===== config.mk =====
export PLATFORM = sky130hd
export DESIGN_NAME = utf8_script_language_detect
export DESIGN_NICKNAME = d
export VERILOG_FILES = /design/src/uslang_pkg.sv /design/src/uslang_ctrl.sv /design/src/uslang_dp.sv /design/src/utf8_script_language_detect.sv
export SDC_FILE = /design/constraint.sdc
export NUM_CORES = 1
export LEC_CHECK = 0
export BUFFER_PORTS_ARGS = -buffer_cell sky130_fd_sc_hd__buf_2
export CELL_PAD_IN_SITES_DETAIL_PLACEMENT = 1
export CELL_PAD_IN_SITES_GLOBAL_PLACEMENT = 2
export CORE_ASPECT_RATIO = 1.75
export CORE_MARGIN = 2
export CORE_UTILIZATION = 37
export CTS_BUF_LIST = sky130_fd_sc_hd__clkbuf_8
export DETAILED_ROUTE_END_ITERATION = 8
export PLACE_DENSITY = 0.83
export SKIP_LAST_GASP = 1
export SLEW_MARGIN = 20
export SYNTH_ARGS = -nofsm -noshare
export SYNTH_HDL_FRONTEND = slang
export SYNTH_HIERARCHICAL = 1
export SYNTH_SLANG_ARGS = --single-unit
export TNS_END_PERCENT = 30

===== constraint.sdc =====
create_clock -name clk_i -period 3.6 [get_ports clk_i]
set_input_delay 0.72 -clock clk_i [delete_from_list [all_inputs] [get_ports clk_i]]
set_output_delay 0.72 -clock clk_i [all_outputs]
set_load 0.01 [all_outputs]

===== src/uslang_pkg.sv =====
`timescale 1ns / 1ps
// uslang_pkg: types, constants and decode/classify functions for the
// UTF-8 script and language detector. No dependencies.
package uslang_pkg;

  typedef struct packed {
    logic [7:0] text_byte;
    logic       last_byte;
  } text_in_t;

  typedef struct packed {
    logic [2:0] language;
    logic [4:0] scripts_seen;
  } result_t;

  typedef enum logic [2:0] {
    LANG_EN = 3'd0,
    LANG_ZH = 3'd1,
    LANG_RU = 3'd2,
    LANG_JA = 3'd3,
    LANG_KO = 3'd4
  } lang_e;

  typedef enum logic {
    ST_STREAM = 1'b0,
    ST_FLUSH  = 1'b1
  } state_e;

  typedef struct packed {
    logic step_in;
    logic flush_step;
    logic load_out;
    logic clear;
  } cmd_t;

  typedef struct packed {
    logic tail_pending;
    logic flush_last;
  } status_t;

  localparam int unsigned CpW = 21;

  localparam int unsigned FlagLatin    = 0;
  localparam int unsigned FlagKana     = 1;
  localparam int unsigned FlagHangul   = 2;
  localparam int unsigned FlagCyrillic = 3;
  localparam int unsigned FlagHan      = 4;

  function automatic logic [2:0] seq_len(input logic [7:0] b);
    logic [2:0] len;
    priority if (b[7] == 1'b0)          len = 3'd1;
    else if (b[7:5] == 3'b110)          len = 3'd2;
    else if (b[7:4] == 4'b1110)         len = 3'd3;
    else if (b[7:3] == 5'b11110)        len = 3'd4;
    else                                len = 3'd1;
    return len;
  endfunction

  function automatic logic [CpW-1:0] decode(input logic [7:0] b0, input logic [7:0] b1,
                                            input logic [7:0] b2, input logic [7:0] b3,
                                            input logic [2:0] len);
    logic [CpW-1:0] cp;
    unique case (len)
      3'd2:    cp = {10'd0, b0[4:0], b1[5:0]};
      3'd3:    cp = {5'd0, b0[3:0], b1[5:0], b2[5:0]};
      3'd4:    cp = {b0[2:0], b1[5:0], b2[5:0], b3[5:0]};
      default: cp = {13'd0, b0};
    endcase
    return cp;
  endfunction

  function automatic logic in_rng(input logic [CpW-1:0] cp, input logic [CpW-1:0] lo,
                                  input logic [CpW-1:0] hi);
    return (cp >= lo) && (cp <= hi);
  endfunction

  // first matching class wins
  function automatic logic [4:0] classify(input logic [CpW-1:0] cp);
    logic [4:0] f;
    f = '0;
    priority if (in_rng(cp, 21'h00041, 21'h0005A) || in_rng(cp, 21'h00061, 21'h0007A) ||
                 in_rng(cp, 21'h000C0, 21'h0024F)) begin
      f[FlagLatin] = 1'b1;
    end else if (in_rng(cp, 21'h03040, 21'h030FF) || in_rng(cp, 21'h031F0, 21'h031FF)) begin
      f[FlagKana] = 1'b1;
    end else if (in_rng(cp, 21'h0AC00, 21'h0D7AF) || in_rng(cp, 21'h01100, 21'h011FF) ||
                 in_rng(cp, 21'h03130, 21'h0318F)) begin
      f[FlagHangul] = 1'b1;
    end else if (in_rng(cp, 21'h00400, 21'h0052F)) begin
      f[FlagCyrillic] = 1'b1;
    end else if (in_rng(cp, 21'h04E00, 21'h09FFF) || in_rng(cp, 21'h03400, 21'h04DBF) ||
                 in_rng(cp, 21'h20000, 21'h2A6DF) || in_rng(cp, 21'h0F900, 21'h0FAFF) ||
                 in_rng(cp, 21'h2F800, 21'h2FA1F)) begin
      f[FlagHan] = 1'b1;
    end else begin
      f = '0;
    end
    return f;
  endfunction

  function automatic lang_e pick_language(input logic [4:0] f);
    lang_e l;
    priority if (f[FlagKana])     l = LANG_JA;
    else if (f[FlagHangul])       l = LANG_KO;
    else if (f[FlagCyrillic])     l = LANG_RU;
    else if (f[FlagHan])          l = LANG_ZH;
    else                          l = LANG_EN;
    return l;
  endfunction

endpackage


===== src/uslang_ctrl.sv =====
`timescale 1ns / 1ps
// uslang_ctrl: stream/flush state machine and output valid register.
// Depends on uslang_pkg.
module uslang_ctrl (
  input  logic                clk_i,
  input  logic                rst_ni,
  input  logic                in_valid_i,
  input  logic                in_last_i,
  output logic                in_stall_o,
  output logic                out_valid_o,
  input  logic                out_stall_i,
  output uslang_pkg::cmd_t    cmd_o,
  input  uslang_pkg::status_t stat_i
);

  uslang_pkg::state_e state_q, state_d;
  logic               out_valid_q, out_valid_d;
  logic               out_ready;

  assign out_ready   = !out_valid_q || !out_stall_i;
  assign out_valid_o = out_valid_q;

  always_comb begin
    state_d    = state_q;
    cmd_o      = '0;
    in_stall_o = 1'b1;
    unique case (state_q)
      uslang_pkg::ST_STREAM: begin
        in_stall_o = !out_ready;
        if (in_valid_i && out_ready) begin
          cmd_o.step_in = 1'b1;
          if (in_last_i) begin
            if (stat_i.tail_pending) begin
              state_d = uslang_pkg::ST_FLUSH;
            end else begin
              cmd_o.load_out = 1'b1;
              cmd_o.clear    = 1'b1;
            end
          end
        end
      end
      uslang_pkg::ST_FLUSH: begin
        if (out_ready) begin
          cmd_o.flush_step = 1'b1;
          if (stat_i.flush_last) begin
            cmd_o.load_out = 1'b1;
            cmd_o.clear    = 1'b1;
            state_d        = uslang_pkg::ST_STREAM;
          end
        end
      end
    endcase
    if (cmd_o.load_out) begin
      out_valid_d = 1'b1;
    end else if (!out_stall_i) begin
      out_valid_d = 1'b0;
    end else begin
      out_valid_d = out_valid_q;
    end
  end

  always_ff @(posedge clk_i or negedge rst_ni) begin
    if (!rst_ni) begin
      state_q     <= uslang_pkg::ST_STREAM;
      out_valid_q <= 1'b0;
    end else begin
      state_q     <= state_d;
      out_valid_q <= out_valid_d;
    end
  end

endmodule


===== src/uslang_dp.sv =====
`timescale 1ns / 1ps
// uslang_dp: pending-sequence buffer, decoder, classifier, sticky flags
// and result register. Depends on uslang_pkg.
module uslang_dp (
  input  logic                clk_i,
  input  logic                rst_ni,
  input  logic [7:0]          text_byte_i,
  input  uslang_pkg::cmd_t    cmd_i,
  output uslang_pkg::status_t stat_o,
  output uslang_pkg::result_t result_o
);

  logic [7:0] pend_q [4];
  logic [7:0] pend_d [4];
  logic [7:0] win    [4];
  logic [2:0] count_q, count_d, count_s, count_f;
  logic [2:0] needed_q, needed_d, needed_s;
  logic [4:0] flags_q, flags_d, flags_step;
  uslang_pkg::result_t result_q;

  logic [2:0] lead_len, cnt_inc, len_f, used;
  logic       dec_ok;
  logic       cp_en;
  logic [uslang_pkg::CpW-1:0] cp;

  assign lead_len = uslang_pkg::seq_len(text_byte_i);
  assign cnt_inc  = count_q + 3'd1;
  assign len_f    = uslang_pkg::seq_len(pend_q[0]);
  assign dec_ok   = (len_f != 3'd1) && (len_f <= count_q);
  assign used     = dec_ok ? len_f : 3'd1;
  assign count_f  = count_q - used;

  // pending bytes with the incoming byte dropped into its slot
  always_comb begin
    for (int k = 0; k < 4; k++) begin
      win[k] = (count_q == 3'(k)) ? text_byte_i : pend_q[k];
    end
  end

  always_comb begin
    pend_d   = pend_q;
    count_s  = count_q;
    needed_s = needed_q;
    cp_en    = 1'b0;
    cp       = '0;
    if (cmd_i.flush_step) begin
      cp_en   = 1'b1;
      cp      = dec_ok ? uslang_pkg::decode(pend_q[0], pend_q[1], pend_q[2], pend_q[3], len_f)
                       : {13'd0, pend_q[0]};
      count_s = count_f;
      unique case (used)
        3'd1: begin
          pend_d[0] = pend_q[1];
          pend_d[1] = pend_q[2];
          pend_d[2] = pend_q[3];
        end
        3'd2: begin
          pend_d[0] = pend_q[2];
          pend_d[1] = pend_q[3];
        end
        default: begin
          pend_d[0] = pend_q[3];
        end
      endcase
    end else if (count_q == 3'd0) begin
      if (lead_len == 3'd1) begin
        cp_en = 1'b1;
        cp    = {13'd0, text_byte_i};
      end else begin
        pend_d[0] = text_byte_i;
        count_s   = 3'd1;
        needed_s  = lead_len;
      end
    end else begin
      pend_d[count_q[1:0]] = text_byte_i;
      if ((cnt_inc >= needed_q) || cnt_inc[2]) begin
        cp_en    = 1'b1;
        cp       = uslang_pkg::decode(win[0], win[1], win[2], win[3], needed_q);
        count_s  = 3'd0;
        needed_s = 3'd0;
      end else begin
        count_s = cnt_inc;
      end
    end
  end

  assign flags_step = flags_q | (cp_en ? uslang_pkg::classify(cp) : 5'd0);

  assign stat_o.tail_pending = (count_s != 3'd0);
  assign stat_o.flush_last   = (used >= count_q);

  always_comb begin
    count_d  = count_q;
    needed_d = needed_q;
    flags_d  = flags_q;
    if (cmd_i.step_in || cmd_i.flush_step) begin
      count_d  = count_s;
      needed_d = needed_s;
      flags_d  = flags_step;
    end
    if (cmd_i.clear) begin
      count_d  = 3'd0;
      needed_d = 3'd0;
      flags_d  = 5'd0;
    end
  end

  always_ff @(posedge clk_i or negedge rst_ni) begin
    if (!rst_ni) begin
      count_q  <= 3'd0;
      needed_q <= 3'd0;
      flags_q  <= 5'd0;
    end else begin
      count_q  <= count_d;
      needed_q <= needed_d;
      flags_q  <= flags_d;
    end
  end

  always_ff @(posedge clk_i) begin
    if (cmd_i.step_in || cmd_i.flush_step) begin
      pend_q <= pend_d;
    end
    if (cmd_i.load_out) begin
      result_q.language     <= 3'(uslang_pkg::pick_language(flags_step));
      result_q.scripts_seen <= flags_step;
    end
  end

  assign result_o = result_q;

endmodule


===== src/utf8_script_language_detect.sv =====
`timescale 1ns / 1ps
// utf8_script_language_detect: top level, controller plus datapath.
// Depends on uslang_pkg, uslang_ctrl, uslang_dp.
//
//   channel | direction | handshake               | payload
//   --------+-----------+-------------------------+-----------------------------
//   in      | input     | in_valid_i / in_stall_o | in_data_i  (text_in_t)
//   out     | output    | out_valid_o/out_stall_i | out_data_o (result_t)
//
// One text byte per cycle. A final byte that leaves a sequence unfinished adds
// a tail replay, one code point per cycle through the single classifier while
// the output is not stalled. The result sits in an output register; bytes keep
// flowing while it waits, and input stalls only when that register is full and
// stalled or during the tail replay. Reset is asynchronous and needs no clearing pass.
module utf8_script_language_detect (
  input  logic                 clk_i,
  input  logic                 rst_ni,
  input  logic                 in_valid_i,
  output logic                 in_stall_o,
  input  uslang_pkg::text_in_t in_data_i,
  output logic                 out_valid_o,
  input  logic                 out_stall_i,
  output uslang_pkg::result_t  out_data_o
);

  uslang_pkg::cmd_t    cmd;
  uslang_pkg::status_t stat;

  uslang_ctrl u_ctrl (
    .clk_i      (clk_i),
    .rst_ni     (rst_ni),
    .in_valid_i (in_valid_i),
    .in_last_i  (in_data_i.last_byte),
    .in_stall_o (in_stall_o),
    .out_valid_o(out_valid_o),
    .out_stall_i(out_stall_i),
    .cmd_o      (cmd),
    .stat_i     (stat)
  );

  uslang_dp u_dp (
    .clk_i      (clk_i),
    .rst_ni     (rst_ni),
    .text_byte_i(in_data_i.text_byte),
    .cmd_i      (cmd),
    .stat_o     (stat),
    .result_o   (out_data_o)
  );

  // a non-final byte never produces a result
  assert property (@(posedge clk_i) disable iff (!rst_ni)
    (!out_valid_o && in_valid_i && !in_stall_o && !in_data_i.last_byte) |=> !out_valid_o)
    else $error("result raised by a non-final byte");

  // a final byte either yields a result next cycle or starts tail replay
  assert property (@(posedge clk_i) disable iff (!rst_ni)
    (in_valid_i && !in_stall_o && in_data_i.last_byte) |=> (out_valid_o || in_stall_o))
    else $error("final byte produced neither result nor replay");

  // kana always wins the language choice
  assert property (@(posedge clk_i) disable iff (!rst_ni)
    (out_valid_o && out_data_o.scripts_seen[uslang_pkg::FlagKana]) |->
      (out_data_o.language == uslang_pkg::LANG_JA))
    else $error("kana seen but language is not ja");

  // with no script flags set the language is en
  assert property (@(posedge clk_i) disable iff (!rst_ni)
    (out_valid_o && (out_data_o.scripts_seen == 5'd0)) |->
      (out_data_o.language == uslang_pkg::LANG_EN))
    else $error("no scripts seen but language is not en");

endmodule

==> impl_metrics.ini <==
[routing]
post_drt_wl_per_cell_um = 26.9
drcViolationCount = 0
drtPass1Iterations = 5
ant_nets = 0
finalWirelength_um = 24800
vias_per_cell = 6.37
first_iter_violations = 467
vias = 5874

[setup_path]
worstRegToRegCells = 16
start_kind = flip-flop
crit_cells = 16
crit_type = flip-flop to flip-flop
crit_family = compound AO/OA/AOI/OAI gates
endpoint_kind = flip-flop
critPathArrivalTime_ps = 3830
path_buf_inv = 4
path_cells = nand2_4 -> a21oi_4 -> ha_4 -> inv_4 -> a211oi_4 -> buf_6 -> buf_4 -> o21ai_4 -> buf_6 -> o22a_4 -> nor4_4 -> a41oi_2 -> a311oi_2 -> o221ai_2 -> a211oi_4 -> o31ai_2
worstPathRequired_ps = 3680
rr_startpoint = u_dp/pend_q[30]$_DFFE_PP_
cp_slowest_cell = edfxtp_1
cp_max_fo = 6
cp-startpoint = u_dp/pend_q[30]$_DFFE_PP_
max_stage_delay_ps = 530

[logic_synthesis]
synth_async_sr_flop_share = 0.245
synth-seq-area-share = 0.301
netlist_area_um2 = 5070
ys_types = 98
synth-edff-count = 40
syn_area_per_cell_um2 = 8.85
ys_ff_latch = 53
synth_top_flop_cell = edfxtp_1
synth_fp_nets = 601
ys_warn_count = 6
syn_inst = 573

[timing]
skew_ps = 8.22
relSlewSlack = 0.472
fin_crit_sh = 1.04
fmax_ghz = 0.267
finalSetupViolCount = 20
fin_ws_ps = -149
worstMarginPinSlew_ps = 786
maxSlewViolCount = 0
hold_violations = 0
rsz0062_at_grt = true
period_needed_ps = 3750
fin_tns_setup_ps = -1510

[placed_design]
dpl.hpwl_um = 19000
routabilityCongestion = 1.05
post_dp_cell_area_um2 = 6380
dp_cells = 884
port_buffers = 22
place_ws_ps = -523

[grt]
grt_pass1_vias = 6289
antenna_found_initial = 0
grt-busiest-layer = met2
grtUsageMet3 = 0.0304
grt_max_degree = 26
grt-ovfl-total = 0
grt_pass1_wl_um = 36700
use_met2 = 0.621
grt_use_total = 0.330
met1_usage = 0.332

[layout]
layout.cells.non_filler = 922
layout.filler_cells = 1532
areaGrowthSynthToFinish_pct = 46.1
diodes = 0
layout_common_cells = buf_4 (163), nand2_1 (42), edfxtp_1 (40)
final_common_cell = buf_4
seqCellArea_um2 = 1530
drive_above_1_share = 0.440
fin_nets = 775
fin_area_um2 = 7410
multi_input_area_um2 = 3910

[run_status]
failed_checks = setup timing
status = finished, violations left

[job]
maxCapViolations = 0

[floorplanning]
die_y_um = 159
coreArea_um2 = 13400
initial_core_util = 0.379
die_area_um2 = 14700
die_x_um = 92.5
boundaryPins = 23
rows = 56

[power_and_ir_drop]
irDropWorstVdd_mv = 0.433
p_per_area_nw_per_um2 = 906
totalPowerFinal_mw = 6.71
p_leak_nw = 3.03

[clock_network]
cts_buffer_depth = 2
cts_sinks = 53
cts-root-buf = clkbuf_8
cts.clk_slew.worst_paths_ps = 110
insertion_delay_ps = 320
cts-htree-levels = 2
cts_hold_repair.buffers = 0
cts_tree = yes
cts_buffers = 5

[hold_path]
holdCritPathClass = primary input to asynchronous set/reset pin
==> cell type report <==
class                   instances  area share
clock buffers                   5     0.00929
clock inverters                 3     0.00236
inverters                      23      0.0120
multi-input cells             460       0.528
flip-flops and latches         53       0.206
well taps                     174      0.0294
repair buffers                204       0.213
==> repair_timing <==
action	4_1_cts	5_1_grt
setup endpoints to repair	38	26
pin swaps	36	38
buffers inserted	19	12
gates cloned	1	0
resized for setup	84	53
==> stage by stage <==
step,hold slack [ps],utilization
floorplan,424,-
global placement,546,0.477
detailed placement,571,0.477
CTS,277,0.530
global route,287,0.553
finish,273,0.553
==> where the power goes <==
group	switching [mW]	total, mW	internal (mW)
clock	0.219	0.356	0.137
combinational	2.91	5.24	2.33
sequential	0.203	1.12	0.915
==> metal layers <==
metal  vias to the layer above  part of all wire
met4                         0             0.083
met1                      2915              0.34
met5                         -                 0
met3                       107             0.041
met2                       250              0.54
li1                       2602                 -
==> synth_stat cells (8+ instances only) <==
| cell | count | area share |
|---|---|---|
| a211oi_1 | 9 | 0.013 |
| o2bb2ai_1 | 8 | 0.014 |
| nand2b_1 | 9 | 0.011 |
| nand2_1 | 49 | 0.036 |
| nor2b_1 | 13 | 0.016 |
| a21oi_1 | 33 | 0.033 |
| dfrtp_1 | 13 | 0.064 |
| inv_1 | 19 | 0.014 |
| a222oi_1 | 12 | 0.024 |
| nand3_1 | 18 | 0.018 |
| nor3_1 | 13 | 0.013 |
| nor2_1 | 37 | 0.027 |
| clkbuf_1 | 18 | 0.013 |
| mux2i_1 | 25 | 0.049 |
| and3_1 | 11 | 0.014 |
| ha_1 | 14 | 0.035 |
| o21ai_0 | 36 | 0.036 |
| a22o_1 | 16 | 0.028 |
| edfxtp_1 | 40 | 0.24 |
==> kinds of logic after synthesis <==
kind of cell    count (synthesis)  share of synthesized area
xor+xnor                        2                    0.00346
mux                            27                     0.0538
flops                          53                      0.301
buf+inv                        60                     0.0573
fa+ha+maj                      15                     0.0385
simple gates                  195                      0.210
compound gates                221                      0.336
==> final timing paths <==
| path | to | slack [ps] |
|---|---|---|
| max in group asynchronous | u_dp/count_q[1]$_DFFE_PN0N_ | 3070 |
| min in group clk_i | u_dp/flags_q[0]$_DFFE_PN0N_ | 600 |
| worst max register to register | u_dp/result_o[5]$_SDFFCE_PN1P_ | -150 |
| worst min-delay path | u_ctrl/out_valid_o$_DFFE_PN0P_ | 270 |
| worst max-delay path | u_dp/result_o[5]$_SDFFCE_PN1P_ | -150 |
| worst min register to register | u_dp/flags_q[0]$_DFFE_PN0N_ | 600 |
==> state kept, by name (all words and copies together), names as in the netlist <==
register and flops:
u_dp/flags_q 5, u_ctrl/state_q 1, u_dp/pend_q 32, u_dp/result_o 8
u_ctrl/out_valid_o 1, u_dp/count_q 3, u_dp/needed_q 3
==> worst reg2reg max path, delay by kind of cell (launching register included) <==
family | cells | cell delay, ps
AOI/OAI and AO/OA | 9 | 1920
and+or+nand+nor | 2 | 360
DFF | 1 | 530
adders and majority gates | 1 | 180
buffers and inverters | 4 | 500
No activity file was read; power rests on OpenSTA's default activity.
